File: config.mk
export PLATFORM = sky130hd
export DESIGN_NAME = three_level_ticket_priority_queue
export DESIGN_NICKNAME = d
export VERILOG_FILES = /design/src/hdl/tlpq_pkg.sv /design/src/hdl/three_level_ticket_priority_queue.sv
export SDC_FILE = /design/constraint.sdc
export NUM_CORES = 1
export LEC_CHECK = 0
export ABC_AREA = 1
export BUFFER_PORTS_ARGS = -buffer_cell sky130_fd_sc_hd__buf_2
export CORE_ASPECT_RATIO = 1.25
export CORE_MARGIN = 3
export CORE_UTILIZATION = 30
export DETAILED_ROUTE_END_ITERATION = 16
export PLACE_DENSITY = 0.41
export SYNTH_ARGS = -nofsm -noshare
export SYNTH_HDL_FRONTEND = slang
export SYNTH_SLANG_ARGS = --single-unit
File: constraint.sdc
create_clock -name clk -period 4.4 [get_ports clk]
set_clock_uncertainty 0.2 [all_clocks]
set_input_delay 0.88 -clock clk [delete_from_list [all_inputs] [get_ports clk]]
set_output_delay 0.88 -clock clk [all_outputs]
set_load 0.05 [all_outputs]
File: src/hdl/tlpq_pkg.sv
// types and constants shared by the three-level ticket priority queue
// item structs for both channels, status, mode and level codes
// no dependencies
package tlpq_pkg;

  localparam int TKT_W   = 16;
  localparam int COUNT_W = 5;

  localparam logic       MODE_INSERT = 1'b0;
  localparam logic       MODE_REMOVE = 1'b1;

  localparam logic [1:0] LVL_NONE   = 2'd0;
  localparam logic [1:0] LVL_RED    = 2'd1;
  localparam logic [1:0] LVL_YELLOW = 2'd2;
  localparam logic [1:0] LVL_GREEN  = 2'd3;

  localparam logic [1:0] ST_OK        = 2'd0;
  localparam logic [1:0] ST_BAD_LEVEL = 2'd1;
  localparam logic [1:0] ST_FULL      = 2'd2;
  localparam logic [1:0] ST_NOT_FOUND = 2'd3;

  typedef struct packed {
    logic             mode;
    logic [1:0]       level;
    logic [TKT_W-1:0] ticket_to_remove;
  } in_item_t;

  typedef struct packed {
    logic [1:0]         status;
    logic [TKT_W-1:0]   assigned_ticket;
    logic [COUNT_W-1:0] red_count;
    logic [COUNT_W-1:0] yellow_count;
    logic [COUNT_W-1:0] green_count;
  } out_item_t;

endpackage

File: src/hdl/three_level_ticket_priority_queue.sv
// three-level ticket priority queue: sorted entry table in a memory, one sequencer
// walks the table one entry per cycle for insert and remove
// depends on tlpq_pkg
//
//   channel | ports                           | item
//   --------+---------------------------------+-----------------------
//   input   | in_valid, in_stall, in_item     | tlpq_pkg::in_item_t
//   output  | out_valid, out_stall, out_item  | tlpq_pkg::out_item_t
//
// insert walks back from the table end over the entries ranked after the new one;
// remove walks every table entry; refused items go straight to the final state.
// the single memory read port, one entry per cycle, bounds both walks.
// reset clears counts and sets the ticket counter to 1; the table needs no clearing.
// a new item is taken while a result waits; a stalled result holds the next one
// in its final state until the output register frees.
module three_level_ticket_priority_queue #(
  parameter int DEPTH       = 16,
  parameter int TICKET_BITS = 16
) (
  input  logic                clk,
  input  logic                rst_n,
  input  logic                in_valid,
  output logic                in_stall,
  input  tlpq_pkg::in_item_t  in_item,
  output logic                out_valid,
  input  logic                out_stall,
  output tlpq_pkg::out_item_t out_item
);
  import tlpq_pkg::*;

  localparam int IDX_W = (DEPTH > 1) ? $clog2(DEPTH) : 1;
  localparam int CNT_W = $clog2(DEPTH + 1);
  localparam int CMP_W = (TICKET_BITS > TKT_W) ? TICKET_BITS : TKT_W;

  localparam logic [2:0] S_IDLE = 3'd0;
  localparam logic [2:0] S_INS  = 3'd1;
  localparam logic [2:0] S_REM  = 3'd2;
  localparam logic [2:0] S_FIN  = 3'd3;

  typedef struct packed {
    logic [TICKET_BITS-1:0] ticket;
    logic [1:0]             level;
  } entry_t;

  entry_t                 mem_r [DEPTH];
  entry_t                 rd_data_r;
  logic [IDX_W-1:0]       rd_addr;
  logic                   wr_en;
  logic [IDX_W-1:0]       wr_addr;
  entry_t                 wr_data;

  logic [2:0]             state_r, state_nxt;
  logic [CNT_W-1:0]       used_r, used_nxt;
  logic [IDX_W-1:0]       ptr_r, ptr_nxt;
  logic                   found_r, found_nxt;
  logic [1:0]             op_lvl_r, op_lvl_nxt;
  logic [TKT_W-1:0]       op_tkt_r, op_tkt_nxt;
  logic [1:0]             status_r, status_nxt;
  logic [TKT_W-1:0]       given_r, given_nxt;
  logic [TICKET_BITS-1:0] next_tkt_r, next_tkt_nxt, tkt_inc;
  logic [COUNT_W-1:0]     red_r, red_nxt, yel_r, yel_nxt, grn_r, grn_nxt;
  logic                   out_valid_r, out_valid_nxt;
  out_item_t              out_item_r, out_item_nxt;
  logic                   hit;

  always_ff @(posedge clk) begin
    if (wr_en) begin
      mem_r[wr_addr] <= wr_data;
    end
    rd_data_r <= mem_r[rd_addr];
  end

  assign tkt_inc = next_tkt_r + TICKET_BITS'(1);
  assign hit = !found_r && (CMP_W'(rd_data_r.ticket) == CMP_W'(op_tkt_r));

  always_comb begin
    state_nxt     = state_r;
    used_nxt      = used_r;
    ptr_nxt       = ptr_r;
    found_nxt     = found_r;
    op_lvl_nxt    = op_lvl_r;
    op_tkt_nxt    = op_tkt_r;
    status_nxt    = status_r;
    given_nxt     = given_r;
    next_tkt_nxt  = next_tkt_r;
    red_nxt       = red_r;
    yel_nxt       = yel_r;
    grn_nxt       = grn_r;
    out_valid_nxt = out_valid_r && out_stall;
    out_item_nxt  = out_item_r;
    rd_addr       = '0;
    wr_en         = 1'b0;
    wr_addr       = ptr_r;
    wr_data       = rd_data_r;

    unique case (state_r)
      S_IDLE: begin
        rd_addr = (in_item.mode == MODE_INSERT) ? IDX_W'(used_r - CNT_W'(1)) : '0;
        if (in_valid) begin
          op_lvl_nxt = in_item.level;
          op_tkt_nxt = in_item.ticket_to_remove;
          given_nxt  = '0;
          found_nxt  = 1'b0;
          ptr_nxt    = '0;
          if (in_item.mode == MODE_INSERT) begin
            if (in_item.level == LVL_NONE) begin
              status_nxt = ST_BAD_LEVEL;
              state_nxt  = S_FIN;
            end else if (used_r == CNT_W'(DEPTH)) begin
              status_nxt = ST_FULL;
              state_nxt  = S_FIN;
            end else begin
              ptr_nxt   = IDX_W'(used_r);
              state_nxt = S_INS;
            end
          end else begin
            if (used_r == '0) begin
              status_nxt = ST_NOT_FOUND;
              state_nxt  = S_FIN;
            end else begin
              state_nxt = S_REM;
            end
          end
        end
      end
      S_INS: begin
        rd_addr = ptr_r - IDX_W'(2);
        wr_en   = 1'b1;
        wr_addr = ptr_r;
        if (ptr_r == '0 || rd_data_r.level <= op_lvl_r) begin
          // slot found: drop the new entry here
          wr_data.ticket = next_tkt_r;
          wr_data.level  = op_lvl_r;
          used_nxt       = used_r + CNT_W'(1);
          given_nxt      = TKT_W'(next_tkt_r);
          next_tkt_nxt   = (tkt_inc == '0) ? TICKET_BITS'(1) : tkt_inc;
          status_nxt     = ST_OK;
          state_nxt      = S_FIN;
          unique case (op_lvl_r)
            LVL_RED:    red_nxt = red_r + COUNT_W'(1);
            LVL_YELLOW: yel_nxt = yel_r + COUNT_W'(1);
            LVL_GREEN:  grn_nxt = grn_r + COUNT_W'(1);
            default: ;
          endcase
        end else begin
          ptr_nxt = ptr_r - IDX_W'(1);
        end
      end
      S_REM: begin
        rd_addr = ptr_r + IDX_W'(1);
        wr_en   = found_r;
        wr_addr = ptr_r - IDX_W'(1);
        if (hit) begin
          found_nxt = 1'b1;
          unique case (rd_data_r.level)
            LVL_RED:    red_nxt = red_r - COUNT_W'(1);
            LVL_YELLOW: yel_nxt = yel_r - COUNT_W'(1);
            LVL_GREEN:  grn_nxt = grn_r - COUNT_W'(1);
            default: ;
          endcase
        end
        if (CNT_W'(ptr_r) == used_r - CNT_W'(1)) begin
          if (found_r || hit) begin
            used_nxt   = used_r - CNT_W'(1);
            status_nxt = ST_OK;
          end else begin
            status_nxt = ST_NOT_FOUND;
          end
          state_nxt = S_FIN;
        end else begin
          ptr_nxt = ptr_r + IDX_W'(1);
        end
      end
      S_FIN: begin
        if (!out_valid_r || !out_stall) begin
          out_item_nxt.status          = status_r;
          out_item_nxt.assigned_ticket = given_r;
          out_item_nxt.red_count       = red_r;
          out_item_nxt.yellow_count    = yel_r;
          out_item_nxt.green_count     = grn_r;
          out_valid_nxt                = 1'b1;
          state_nxt                    = S_IDLE;
        end
      end
      default: begin
        state_nxt = S_IDLE;
      end
    endcase
  end

  always_ff @(posedge clk) begin
    if (!rst_n) begin
      state_r     <= S_IDLE;
      used_r      <= '0;
      found_r     <= 1'b0;
      next_tkt_r  <= TICKET_BITS'(1);
      red_r       <= '0;
      yel_r       <= '0;
      grn_r       <= '0;
      out_valid_r <= 1'b0;
    end else begin
      state_r     <= state_nxt;
      used_r      <= used_nxt;
      found_r     <= found_nxt;
      next_tkt_r  <= next_tkt_nxt;
      red_r       <= red_nxt;
      yel_r       <= yel_nxt;
      grn_r       <= grn_nxt;
      out_valid_r <= out_valid_nxt;
    end
  end

  always_ff @(posedge clk) begin
    ptr_r      <= ptr_nxt;
    op_lvl_r   <= op_lvl_nxt;
    op_tkt_r   <= op_tkt_nxt;
    status_r   <= status_nxt;
    given_r    <= given_nxt;
    out_item_r <= out_item_nxt;
  end

  assign in_stall  = (state_r != S_IDLE);
  assign out_valid = out_valid_r;
  assign out_item  = out_item_r;

  a_used_bound: assert property (@(posedge clk) disable iff (!rst_n)
    used_r <= CNT_W'(DEPTH))
    else $error("entry count above table depth");

  a_count_sum: assert property (@(posedge clk) disable iff (!rst_n)
    state_r == S_IDLE |-> COUNT_W'(red_r + yel_r + grn_r) == COUNT_W'(used_r))
    else $error("level counts disagree with entry count");

  a_ticket_nonzero: assert property (@(posedge clk) disable iff (!rst_n)
    next_tkt_r != '0)
    else $error("next ticket is zero");

  a_busy_after_accept: assert property (@(posedge clk) disable iff (!rst_n)
    in_valid && !in_stall |=> state_r != S_IDLE)
    else $error("sequencer idle after taking an item");

endmodule

Word level (Yosys, flattened, before mapping)

Memories as Yosys holds them, arrays and structs flattened. A register that Yosys moved wholly into a read port is not among the register bits.
Index checks and enable logic that the tools add are counted.

Input port bits: 23
Output and inout bits: 35
RAM bits: 288
Memories: 1
Word-level logic and storage cells: 151
Bits in registers: 114

$add $sub $neg: 12
Reductions and logical operators: 30
Equality and inequality tests: 28
Muxes and demuxes: 61
Order comparisons: 1

Memory list:

| name  | depth | width | read ports | clocked after memory_dff | write ports | RTL line                                | source |
|---|---|---|---|---|---|---|---|
| mem_r | 16    | 18    | 1          | 1                        | 1           | three_level_ticket_priority_queue.sv:45 | `entry_t mem_r [DEPTH];` |

Operator list:

| cell                                                                   | number |
|---|---|
| 5-bit 2-to-1 mux                                                       | 15 |
| 16-bit 2-to-1 mux                                                      | 3 |
| 5-bit one-hot mux with 2 select lines                                  | 4 |
| 18-bit 2-to-1 mux                                                      | 2 |
| 4-bit 2-to-1 mux                                                       | 8 |
| 16-bit one-hot mux with 2 select lines                                 | 1 |
| 4-bit one-hot mux with 3 select lines                                  | 2 |
| 5-bit by 1-bit adder with 5-bit output (second input constant)         | 4 |
| 2-bit 2-to-1 mux                                                       | 10 |
| 5-bit by 1-bit subtractor with 5-bit output (second input constant)    | 4 |
| 2-bit != test (second input constant)                                  | 9 |
| 16-bit by 1-bit adder with 16-bit output (second input constant)       | 1 |
| 16-bit equality test                                                   | 1 |
| 16-bit logical NOT                                                     | 1 |
| 3-bit 2-to-1 mux                                                       | 5 |
| 5-bit AND reduction                                                    | 3 |
| 3-bit one-hot mux with 4 select lines                                  | 1 |
| 4-bit AND reduction                                                    | 3 |
| 2-bit by 1-bit != test with 1-bit output (second input constant)       | 5 |
| 2-bit equality test (second input constant)                            | 4 |
| 1-bit 2-to-1 mux                                                       | 7 |
| 3-bit by 2-bit equality test with 1-bit output (second input constant) | 2 |
| 2-bit one-hot mux with 3 select lines                                  | 1 |
| 2-bit AND reduction                                                    | 3 |
| other kinds (22)                                                       | 33 |

Depth between registers and ports, before layout

Gate-level depths: netlist (run 1).

Word-level depth: 6
Depth in mapped cells: 15
Gate-level depth less buffers: 15

Worst setup path before layout (run 1)

Ideal clock, no wire load.

Path kind: input port to flip-flop
From: in out_stall
To: reg out_item_r, in the netlist out_item[0], enable pin
Buffers on the path: 0
Path slack: 1.375 ns
Setup time: 0.423 ns
Stages on the path: 3
Data required time: 3.777 ns
Data arrival time: 2.402 ns
Path through: nand2_1 > inv_1 > nor2_1

Cells in the longest elaborated chain, start to end: 3

Ends and longest elaborated chain:

| what                          | RTL line                                 | source |
|---|---|---|
| start, declared               | three_level_ticket_priority_queue.sv:26  | `input logic out_stall,` |
| 1-bit logical NOT             | three_level_ticket_priority_queue.sv:175 | `if (!out_valid_r \|\| !out_stall) begin` |
| 1-bit logical OR              | three_level_ticket_priority_queue.sv:175 |  |
| 2-bit AND reduction (no line) | -                                        |  |
| end signal, assigned          | three_level_ticket_priority_queue.sv:219 | `out_item_r <= out_item_nxt;` |
| end, declared                 | three_level_ticket_priority_queue.sv:63  | `out_item_t out_item_r, out_item_nxt;` |

Every way passes these cells.
A chain may end at the register's enable or synchronous reset.

Worst setup path after layout (run 1)

From: reg state_r[0]
To: mem mem_r[12][9] (netlist name), enable pin

Cells in the longest elaborated chain, start to end: 4
Elaborated cells between the ends (all ways): 6
Those cells by class: eq/ne: 2; mux: 4

Ends and longest elaborated chain:

| what                                                                                                             | RTL line                                 | source |
|---|---|---|
| start, declared                                                                                                  | three_level_ticket_priority_queue.sv:52  | `logic [2:0] state_r, state_nxt;` |
| start signal, assigned                                                                                           | three_level_ticket_priority_queue.sv:202 | `state_r <= state_nxt;` |
| 3-bit by 2-bit equality test with 1-bit output or 3-bit by 1-bit equality test with 1-bit output (tied branches) | three_level_ticket_priority_queue.sv:96  | `unique case (state_r)` |
| 1-bit one-hot mux with 2 select lines                                                                            | three_level_ticket_priority_queue.sv:96  |  |
| 1-bit 2-to-1 mux                                                                                                 | three_level_ticket_priority_queue.sv:67  | `if (wr_en) begin` |
| 1-bit 2-to-1 mux (not written as such)                                                                           | three_level_ticket_priority_queue.sv:68  | `mem_r[wr_addr] <= wr_data;` |
| end, declared                                                                                                    | three_level_ticket_priority_queue.sv:45  |  |

Several ways; a longest one is shown, not always the timed one.

==> impl_results.md, run 1 <==
* Hold path start: given_r[7]$_SDFFCE_PP0P_
* Register area at 12000 sq um
* CTS max path bufs at 3
* Die area at approximately 63000 sq um
* CP arrival at approximately 3500 ps
* CTS resizes at 0
* Vias in the first global route at approximately 11000
* P&R area growth vs syn at 15.5%
* Reg2reg setup slack at ~1000 ps
* CP required at about 4500 ps
* Most used flip-flop cell after synthesis: edfxtp_1
* Core area at 58800 sq um
* Cts bufs inserted at 45
* Yosys reg bits at between 400 and 500
* Largest net degree at the start of global routing at 130
* Crit path launch: state_r[0]$_SDFFE_PN0P_
* Pre-antenna DRT Iters at 5
* ANT cells at 0
* YS warnings at 0
* Final TNS setup at 0 ps
* Antenna violations before repair at 0
* Reg2Reg Launch Point: state_r[0]$_SDFFE_PN0P_
* Critical-path maximum fanout at 18
* Part of the power in registers at around 34%
* Status: finished clean
* First-pass GRT wire length at 71.7 mm
* DPL Wire Length at about 30 mm
* Final worst slack at roughly 1000 ps
* Dpl cell area at ~19000 sq um
* Die extent in y at around 280 um
* # setup viols final at 0
* I/O Buffers at 57
* Detail Route Antenna Nets at 0
* DRC viols at 0
* Filler Cells Inserted at between 5000 and 6000
* Combinational share of power at between 40% and 50%
* Synth top cells by count: 361 x edfxtp_1, 233 x nand2_1, 130 x o211ai_1
* Dpl ws at 1020 ps
* Multi-input gate area at about 5200 sq um
* Cell-internal power at about 9900 uW
* Area contributors post-synth: edfxtp_1 60%, dfxtp_1 6.5%, o211ai_1 5.4%
* CP Capture Type: flop
* Share of flip-flops with an asynchronous set or reset at 0%
* WS Path Type: flop to flop
* Max VDD drop at 0.582 mV
* DR WL/cell at 19.6 um
* Final wirelength at roughly 47 mm
* RSZ-0062 raised after global routing: false
* Worst Setup Start Kind: flop
* Yosys top cell area share at 60.3%
* Hold WC Path Type: flop to flop
* Distinct cell type count after synthesis at 42
* Synth Instances at 1524
* Share of layout cells above drive strength 1 at between 10% and 20%
* Sw frac at 42.5%
* Clk network pwr share at 22.0%
* Largest area contributor in the netlist: edfxtp_1
* Nets at roughly 1700
* Top-Level Pins at 58
* Routability Congestion at 0.784
* Most common cell in the netlist: edfxtp_1
* Vias at 11600
* Cts hold-fix bufs at 0
* Power Dens Cells at approximately 830 nW/um^2
* Number of synthesized flops with an enable pin at ~360
* Die width at about 220 um
* Gr usage total at 14.9%
* Slew Viols, Final at 0
* Slew at the pin closest to its max-slew limit at 920 ps
* CTS Sinks at between 400 and 500
* Synthesized area at around 18000 sq um
* Final cycle utilization of the critical path at ~77%
* Final min period at ~3400 ps
* CTS clk-pin slew, worst paths at 60 ps
* Mean post-synth cell area at roughly 12 sq um
* Clock Latency Late Sink at between 500 and 600 ps
* Synth Net Count at roughly 1600
* Max Freq at just under 300 MHz
* Initial DRC Count at about 760
* Worst slew margin at 38.5%
* Root Driver: clkbuf_16
* NetSw at ~7400 uW
* Setup bufs post-CTS at 0
* Rows at slightly below 100
* DR vias/cell at about 4.8
* Grt total ovfl at 0
* CTS tree: done
* Design area at between 20000 and 25000 sq um
* Initial Utilization at just over 30%
* Max-cap violations at 0
* Final hold vios at 0
* H-tree levels at 2
* Seq/Total Area, Yosys at between 60% and 70%
* Pleak at approximately 0.0074 uW
-- critical path: stages, from the launching register on --
cell and delay (ps):
dfxtp_1 380, inv_1 80, ha_1 560, inv_1 190, a211oi_1 720, nand3_1 410, nor2_2 200, buf_4 310
-- registers in the layout, indices dropped and copies added, names as in the netlist, 4 cells and up --
| signal | flops |
|---|---|
| grn_r | 5 |
| rd_data_r | 18 |
| red_r | 5 |
| mem_r | 288 |
| out_item | 33 |
| next_tkt_r | 16 |
| used_r | 5 |
| yel_r | 5 |
| given_r | 16 |
| op_tkt_r | 16 |
| ptr_r | 4 |
-- area by class of cell --
class / instances / area share [%]
clock inverter: 23 / 1.26
tap: 757 / 4.56
timing repair buffer: 104 / 3.31
clock buffer: 61 / 5.91
multi-input combinational: 924 / 25.2
inverter: 107 / 1.93
sequential: 419 / 57.8
-- power by group through the flow --
| stage | Combinational, uW | Sequential, uW | Clock (uW) |
|---|---|---|---|
| 2_1_floorplan | 5140 | 5870 | 0 |
| 3_3_place_gp | 7740 | 5960 | 0 |
| 3_5_place_dp | 7750 | 5960 | 0 |
| 4_1_cts | 7780 | 5870 | 3950 |
| 5_1_grt | 8530 | 5920 | 4090 |
| 6_report | 7620 | 5880 | 3810 |
-- cells in the final DEF, fill, tap and decap left out, types with 3 or more instances in the layout --
cell type | Yosys | routed
a211oi_1 | 3 | 3
a21o_1 | 15 | 15
a21oi_1 | 43 | 43
a31oi_1 | 3 | 3
buf_12 | 0 | 4
buf_2 | 33 | 57
buf_4 | 10 | 43
bufinv_16 | 0 | 4
clkbuf_1 | 25 | 12
clkbuf_16 | 0 | 45
clkbuf_8 | 0 | 4
clkinv_1 | 1 | 6
clkinv_2 | 0 | 8
dfxtp_1 | 58 | 58
edfxtp_1 | 361 | 361
fa_1 | 3 | 3
ha_1 | 25 | 25
inv_1 | 99 | 99
inv_2 | 7 | 7
nand2_1 | 233 | 233
nand2_4 | 4 | 4
nand3_1 | 115 | 115
nand4_1 | 26 | 26
nor2_1 | 101 | 84
nor2_2 | 0 | 16
nor3_1 | 3 | 3
o211ai_1 | 130 | 130
o21ai_0 | 82 | 82
o21ai_1 | 4 | 4
or2_0 | 19 | 19
or2_1 | 59 | 59
xnor2_1 | 7 | 7
xor2_1 | 27 | 27
-- cell families (layout without fill, tap and decap cells) --
group / Yosys count / after routing / share of synthesized area [%]
buffers and inverters: 181 / 295 / 4.43
AOI/OAI and AO/OA: 293 / 293 / 10.5
xor gates and xnor gates: 34 / 34 / 1.66
adders and majority gates: 28 / 28 / 2.07
DFF: 419 / 419 / 66.7
and+or+nand+nor: 569 / 569 / 14.6
-- through the flow --
step | cells | hold WS, ps | power, uW | utilization [%]
4_1_cts | 2395 | 219 | 17600 | 35.3
6_report | 2395 | 217 | 17300 | 35.3
5_1_grt | 2395 | 226 | 18500 | 35.3
3_3_place_gp | 2311 | 202 | 13700 | 32.8
3_5_place_dp | 2311 | 205 | 13700 | 32.8
2_1_floorplan | 1524 | 200 | 11000 | -
-- path summary, 6_finish.rpt --
path	endpoint	cells after the start
setup / recovery	mem_r[12][9]$_DFFE_PP_	7
setup reg to reg	mem_r[12][9]$_DFFE_PP_	7
hold / removal	out_item[22]$_DFFE_PP_	0
hold reg to reg	out_item[22]$_DFFE_PP_	0
-- layer usage --
metal	GRT usage, %	vias up	part of all wire (%)
met5	0	-	0
met2	25.3	207	49
li1	-	5609	-
met3	2.43	66	3.8
met4	3.95	0	2.0
met1	19.8	5670	46
Note: power is estimated with default switching activity, not from simulation.
==> run 2: changes to the inputs <==
==> constraint.sdc (replaced) <==
create_clock -name clk -period 3.4 [get_ports clk]
set_clock_uncertainty 0.2 [all_clocks]
set_input_delay 0.68 -clock clk [delete_from_list [all_inputs] [get_ports clk]]
set_output_delay 0.68 -clock clk [all_outputs]
set_load 0.05 [all_outputs]
==> run 2 against run 1 <==
Net effect: combinational power is 38% higher; final cell count rose by 1.0%; global-route usage up 1.2 points; sequential power rose by 28%; sequential share of layout area down 0.53 points; final area rose by 0.93%; total power increased by 33%; critical path type unchanged; critical endpoint is now mem_r[10][4]$_DFFE_PP_; largest cell class unchanged; largest power group unchanged; highest routed layer unchanged.
==> impl_results.md, run 2 (synthesis results as in run 1) <==
* CTS Sinks at ~420
* Worst Setup Start Kind: flop
* Die area at about 63000 sq um
* Design area at about 21000 sq um
* Root Driver: clkbuf_16
* Setup bufs post-CTS at 0
* Rows at 99
* Final wirelength at 50.5 mm
* DRC viols at 0
* Final cycle utilization of the critical path at a little under nine tenths
* Antenna violations before repair at 2
* Final worst slack at 488 ps
* Largest net degree at the start of global routing at 69
* CTS clk-pin slew, worst paths at about 60 ps
* Hold WC Path Type: input pin to flop
* Initial Utilization at between 30 and 40%
* DR vias/cell at 4.88
* Routability Congestion at approximately 0.8
* Slew Viols, Final at 0
* Largest register FFs at 288
* DR WL/cell at roughly 21 um
* R2R depth at 8
* Vias in the first global route at approximately 12000
* Grt total ovfl at 0
* CP required at 3470 ps
* Design Power at 22900 uW
* Commonest non-fill, non-tap cells in the layout: 361 x edfxtp_1, 233 x nand2_1, 130 x o211ai_1, 115 x nand3_1, 99 x inv_1
* WS Path Type: flop to flop
* Power Dens Cells at about 1100 nW/um^2
* Dpl cell area at between 15000 and 20000 sq um
* Vias at 11800
* Final hold vios at 0
* Non-Filler Instances at between 2000 and 2500
* Critical-path maximum fanout at 11
* CP Capture Type: flop
* Cts hold-fix bufs at 0
* Worst slew margin at just over 40%
* Cts bufs inserted at 45
* Clock Latency Late Sink at between 500 and 600 ps
* H-tree levels at 2
* Detail Route Antenna Nets at 0
* CTS max path bufs at 3
* Pleak at between 0.007 and 0.008 uW
* Max-cap violations at 0
* DPL Wire Length at about 33 mm
* Nets at roughly 1700
* Commonest non-fill, non-tap cell in the layout: edfxtp_1
* CP arrival at 2980 ps
* Top-Level Pins at a little under 60
* Dpl ws at ~520 ps
* Max Freq at about 340 MHz
* First-pass GRT wire length at between 70 and 80 mm
* Share of layout cells above drive strength 1 at ~14%
* Gr usage total at between 10% and 20%
* CTS tree: done
* Die width at approximately 220 um
* Status: finished clean
* I/O Buffers at 57
* RSZ-0062 raised after global routing: false
* Final TNS setup at 0 ps
* Filler Cells Inserted at 5750
* P&R area growth vs syn at 16.5%
* Most flops, register: mem_r
* CTS resizes at 0
* Hold Crit Depth at 1
* Slew at the pin closest to its max-slew limit at about 900 ps
* Die extent in y at about 280 um
* Max VDD drop at between 0.7 and 0.8 mV
* Placed insts at approximately 2300
* Core area at just under 60000 sq um
* # setup viols final at 0
* Pre-antenna DRT Iters at 5
* Final min period at roughly 2900 ps
* Initial DRC Count at approximately 880
## run 2: changes by cell type in the layout (fill, tap and decap cells not counted), sizes merged
cell / before / now
buf: 104 / 127
bufinv: 4 / 3
clkbuf: 61 / 62
clkinv: 16 / 17
clkinvlp: 2 / 1
diode: 0 / 1
## run 2: final timing paths
check             slack (ps)                     start                endpoint
setup reg to reg         490   state_r[0]$_SDFFE_PN0P_  mem_r[10][4]$_DFFE_PP_
hold / removal            70                in_item[7]   op_tkt_r[7]$_DFFE_PP_
setup / recovery         490   state_r[0]$_SDFFE_PN0P_  mem_r[10][4]$_DFFE_PP_
hold reg to reg          210  given_r[0]$_SDFFCE_PP0P_  out_item[15]$_DFFE_PP_
## run 2: worst max-delay path, stage by stage (launching register included)
cell and delay, ps:
dfxtp_1 390, inv_1 80, ha_1 500, inv_1 180, a211oi_1 260, buf_4 180, nand3_1 210, nor2_2 310
buf_4 290
## run 2: final cells by class
class / count / area (sq um) / share of cell area [%]
diodes: 1 / 2.50 / 0.0119
clock inverters: 22 / 213 / 1.01
clock buffers: 62 / 1240 / 5.93
repair buffers: 127 / 911 / 4.35
flip-flops and latches: 419 / 12000 / 57.3
well taps: 757 / 947 / 4.52
multi-input cells: 924 / 5240 / 25.0
inverters: 107 / 402 / 1.92
## run 2: metrics by stage
step | hold WS, ps | util [%]
2_1_floorplan | 200 | -
3_3_place_gp | 204 | 33.1
3_5_place_dp | 206 | 33.1
4_1_cts | 32.0 | 35.6
5_1_grt | 37.8 | 35.6
6_report | 69.3 | 35.6
## run 2: routing by layer
layer  up-vias  track usage [%]  wire length (um)
li1       5658                -                 -
met1      5813             19.9             21500
met2       243             28.8             25400
met3        85             2.60              2220
met4         0             4.71              1380
met5         -                0                 0
## run 2: where the power goes
part / internal, uW / switching, uW / total, uW / leakage [uW]
sequential: 7090 / 464 / 7550 / 0.00378
combinational: 3150 / 7340 / 10500 / 0.00304
clock: 2800 / 2090 / 4900 / 0.000711
==> run 3: changes to the inputs <==
--- a/config.mk
+++ b/config.mk
@@ -11,7 +11,7 @@
 export CORE_MARGIN = 3
 export CORE_UTILIZATION = 30
 export DETAILED_ROUTE_END_ITERATION = 16
-export PLACE_DENSITY = 0.41
+export PLACE_DENSITY = 0.55
 export SYNTH_ARGS = -nofsm -noshare
 export SYNTH_HDL_FRONTEND = slang
 export SYNTH_SLANG_ARGS = --single-unit
==> run 3 against run 2 <==
Net effect: final cell count down 0.99%; largest power group unchanged; core utilization down 0.43 points; clock power down 6.9%; register-to-register slack better by 40 ps; highest routed layer unchanged; first-iteration DRC count up 3.7%; critical path type unchanged; non-clock buffer count down 15; sequential share of layout area up 0.70 points; clock-buffer cell count down 9; maximum frequency up 1.3%; die area unchanged; sequential power about the same.
==> impl_results.md, run 3 (synthesis results as in run 1) <==
* Status: finished clean
* Slew Viols, Final at 0
* Cts bufs inserted at 42
* Commonest non-fill, non-tap cell in the layout: edfxtp_1
* Core area at 58800 sq um
* Largest net degree at the start of global routing at 87
* Top-Level Pins at 58
* Max VDD drop at roughly 0.69 mV
* DR WL/cell at between 15 and 20 um
* Die area at 62900 sq um
* Pleak at between 0.007 and 0.008 uW
* Share of layout cells above drive strength 1 at about an eighth
* Reg2Reg Launch Point: state_r[0]$_SDFFE_PN0P_
* Clock Latency Late Sink at about 570 ps
* Crit-path cells: inv_1 -> ha_1 -> inv_1 -> a211oi_1 -> buf_4 -> nand3_1 -> nor2_2 -> buf_4
* Final worst slack at 526 ps
* Most flops, register: mem_r
* Final TNS setup at 0 ps
* Initial DRC Count at around 910
* ANT cells at 0
* Max-cap violations at 0
* Top sig layer: met4
* Max Freq at 348 MHz
* Cts hold-fix bufs at 0
* Rows at about 100
* RSZ-0062 raised after global routing: false
* CTS tree: done
* Vias at roughly 12000
* Part of the power in registers at about a third
* Final wirelength at between 40 and 50 mm
* Met1 WL at 18.7 mm
* Nets at between 1500 and 2000
* Hold WC Path Type: input pin to flop
* Setup bufs post-CTS at 0
* Hold path start: in_item[11]
* Routability Congestion at 0.864
* Worst path max stage delay at ~530 ps
* Worst Hold End: op_tkt_r[11]$_DFFE_PP_
* Reg2reg setup slack at roughly 530 ps
* R2R depth at 8
* Hold Crit Depth at 1
* Clk network pwr share at between 20% and 30%
* Combinational share of power at 45.4%
* Antenna violations before repair at 0
* H-tree levels at 2
* Worst Setup Start Kind: flop
* P&R area growth vs syn at 15.1%
* Wire length on met3 at roughly 2.3 mm
* Sw frac at between 40 and 50%
* CTS Sinks at about 420
* Cell-internal power at roughly 13000 uW
* Worst slew margin at ~43%
* Worst path slowest cell: ha_1
* Detail Route Antenna Nets at 0
* NetSw at about 9500 uW
* CTS resizes at 0
* Pre-antenna DRT Iters at 5
* Final min period at roughly 2900 ps
* Initial Utilization at 30.6%
* DR vias/cell at between 4 and 5
* CTS clk-pin slew, worst paths at roughly 70 ps
* CP arrival at ~2900 ps
* Root Driver: clkbuf_16
* Dpl ws at roughly 570 ps
* Critical-path maximum fanout at 18
* Grt total ovfl at 0
* DPL Wire Length at a little under 30 mm
* CTS max path bufs at 3
* # setup viols final at 0
* Vias in the first global route at ~12000
* CP Capture Type: flop
* Die extent in y at about 280 um
* Largest register FFs at between 200 and 300
* I/O Buffers at 57
* DRC viols at 0
* DR WL met2 at ~22 mm
* Commonest non-fill, non-tap cells in the layout: 361 x edfxtp_1, 233 x nand2_1, 130 x o211ai_1, 115 x nand3_1, 99 x inv_1
* First-pass GRT wire length at a little under 70 mm
* Die width at between 200 and 250 um
* Gr usage total at around 14%
* WS Path Type: flop to flop
* Final cycle utilization of the critical path at a little over four fifths
* Final hold vios at 0
* R2R Path End: mem_r[9][15]$_DFFE_PP_
* Power Dens Cells at 1070 nW/um^2
* CP required at between 3000 and 4000 ps
* Slew at the pin closest to its max-slew limit at between 800 and 900 ps
run 3: cell types whose count changed in the layout (fill, tap and decap cells not counted):
| cell | previous run | this run |
|---|---|---|
| clkbuf_1 | 14 | 11 |
| buf_12 | 8 | 7 |
| bufinv_16 | 3 | 4 |
| clkbuf_8 | 1 | 0 |
| buf_4 | 62 | 48 |
| inv_6 | 2 | 0 |
| clkbuf_16 | 47 | 42 |
| clkinv_16 | 1 | 0 |
| clkinv_8 | 0 | 1 |
| clkinv_1 | 7 | 10 |
| diode_2 | 1 | 0 |
| clkinv_2 | 9 | 5 |
| clkinvlp_4 | 1 | 3 |
| inv_16 | 0 | 1 |
run 3: cell type report:
cell class	count	area (sq um)
sequential	419	12000
tap	757	947
inverter	107	402
timing repair buffer	112	786
fill	5719	38100
clock inverter	23	238
multi-input combinational	924	5240
clock buffer	53	1090
run 3: power groups by stage:
stage,clock [uW],sequential (uW),combinational [uW]
after floorplan,0,7590,6650
after global placement,0,7650,10000
after detailed placement,0,7660,10100
after CTS,4650,7550,10200
after global routing,4830,7610,11200
final,4560,7550,10100
run 3: metal layers:
metal	global-route usage [%]	vias to the layer above
li1	-	5608
met1	17.3	5765
met2	24.9	341
met3	2.55	94
met4	5.72	0
met5	0	-
run 3: per-stage QoR:
step                hold WS [ps]  instances  instance area (sq um)  power (uW)  util, %
floorplan                    200       1524                  18000       14200        -
global placement             202       2319                  19400       17700     32.9
detailed placement           205       2319                  19400       17800     32.9
CTS                         66.0       2395                  20700       22400     35.2
global route                74.1       2395                  20700       23600     35.2
finish                      89.8       2395                  20700       22200     35.2
run 3: worst max-delay path, delay by kind of cell, from the launching register on:
kind | cells | cell delay, ps
adder cells (fa/ha/maj) | 1 | 530
AO/OA/AOI/OAI | 1 | 250
flip-flops | 1 | 390
buffers and inverters | 4 | 740
AND/OR/NAND/NOR | 2 | 420
run 3: worst max-delay path by stage:
stage,from,to,slack [ps],cells after the start
global placement,state_r[1]$_SDFFE_PN0P_,rd_data_r[16]$_DFF_P_,590,13
global route,state_r[0]$_SDFFE_PN0P_,mem_r[9][1]$_DFFE_PP_,300,8
floorplan,state_r[0]$_SDFFE_PN0P_,mem_r[12][0]$_DFFE_PP_,390,8
CTS,state_r[1]$_SDFFE_PN0P_,rd_data_r[16]$_DFF_P_,540,13
detailed placement,state_r[1]$_SDFFE_PN0P_,rd_data_r[16]$_DFF_P_,570,13
finish,state_r[0]$_SDFFE_PN0P_,mem_r[9][15]$_DFFE_PP_,530,8
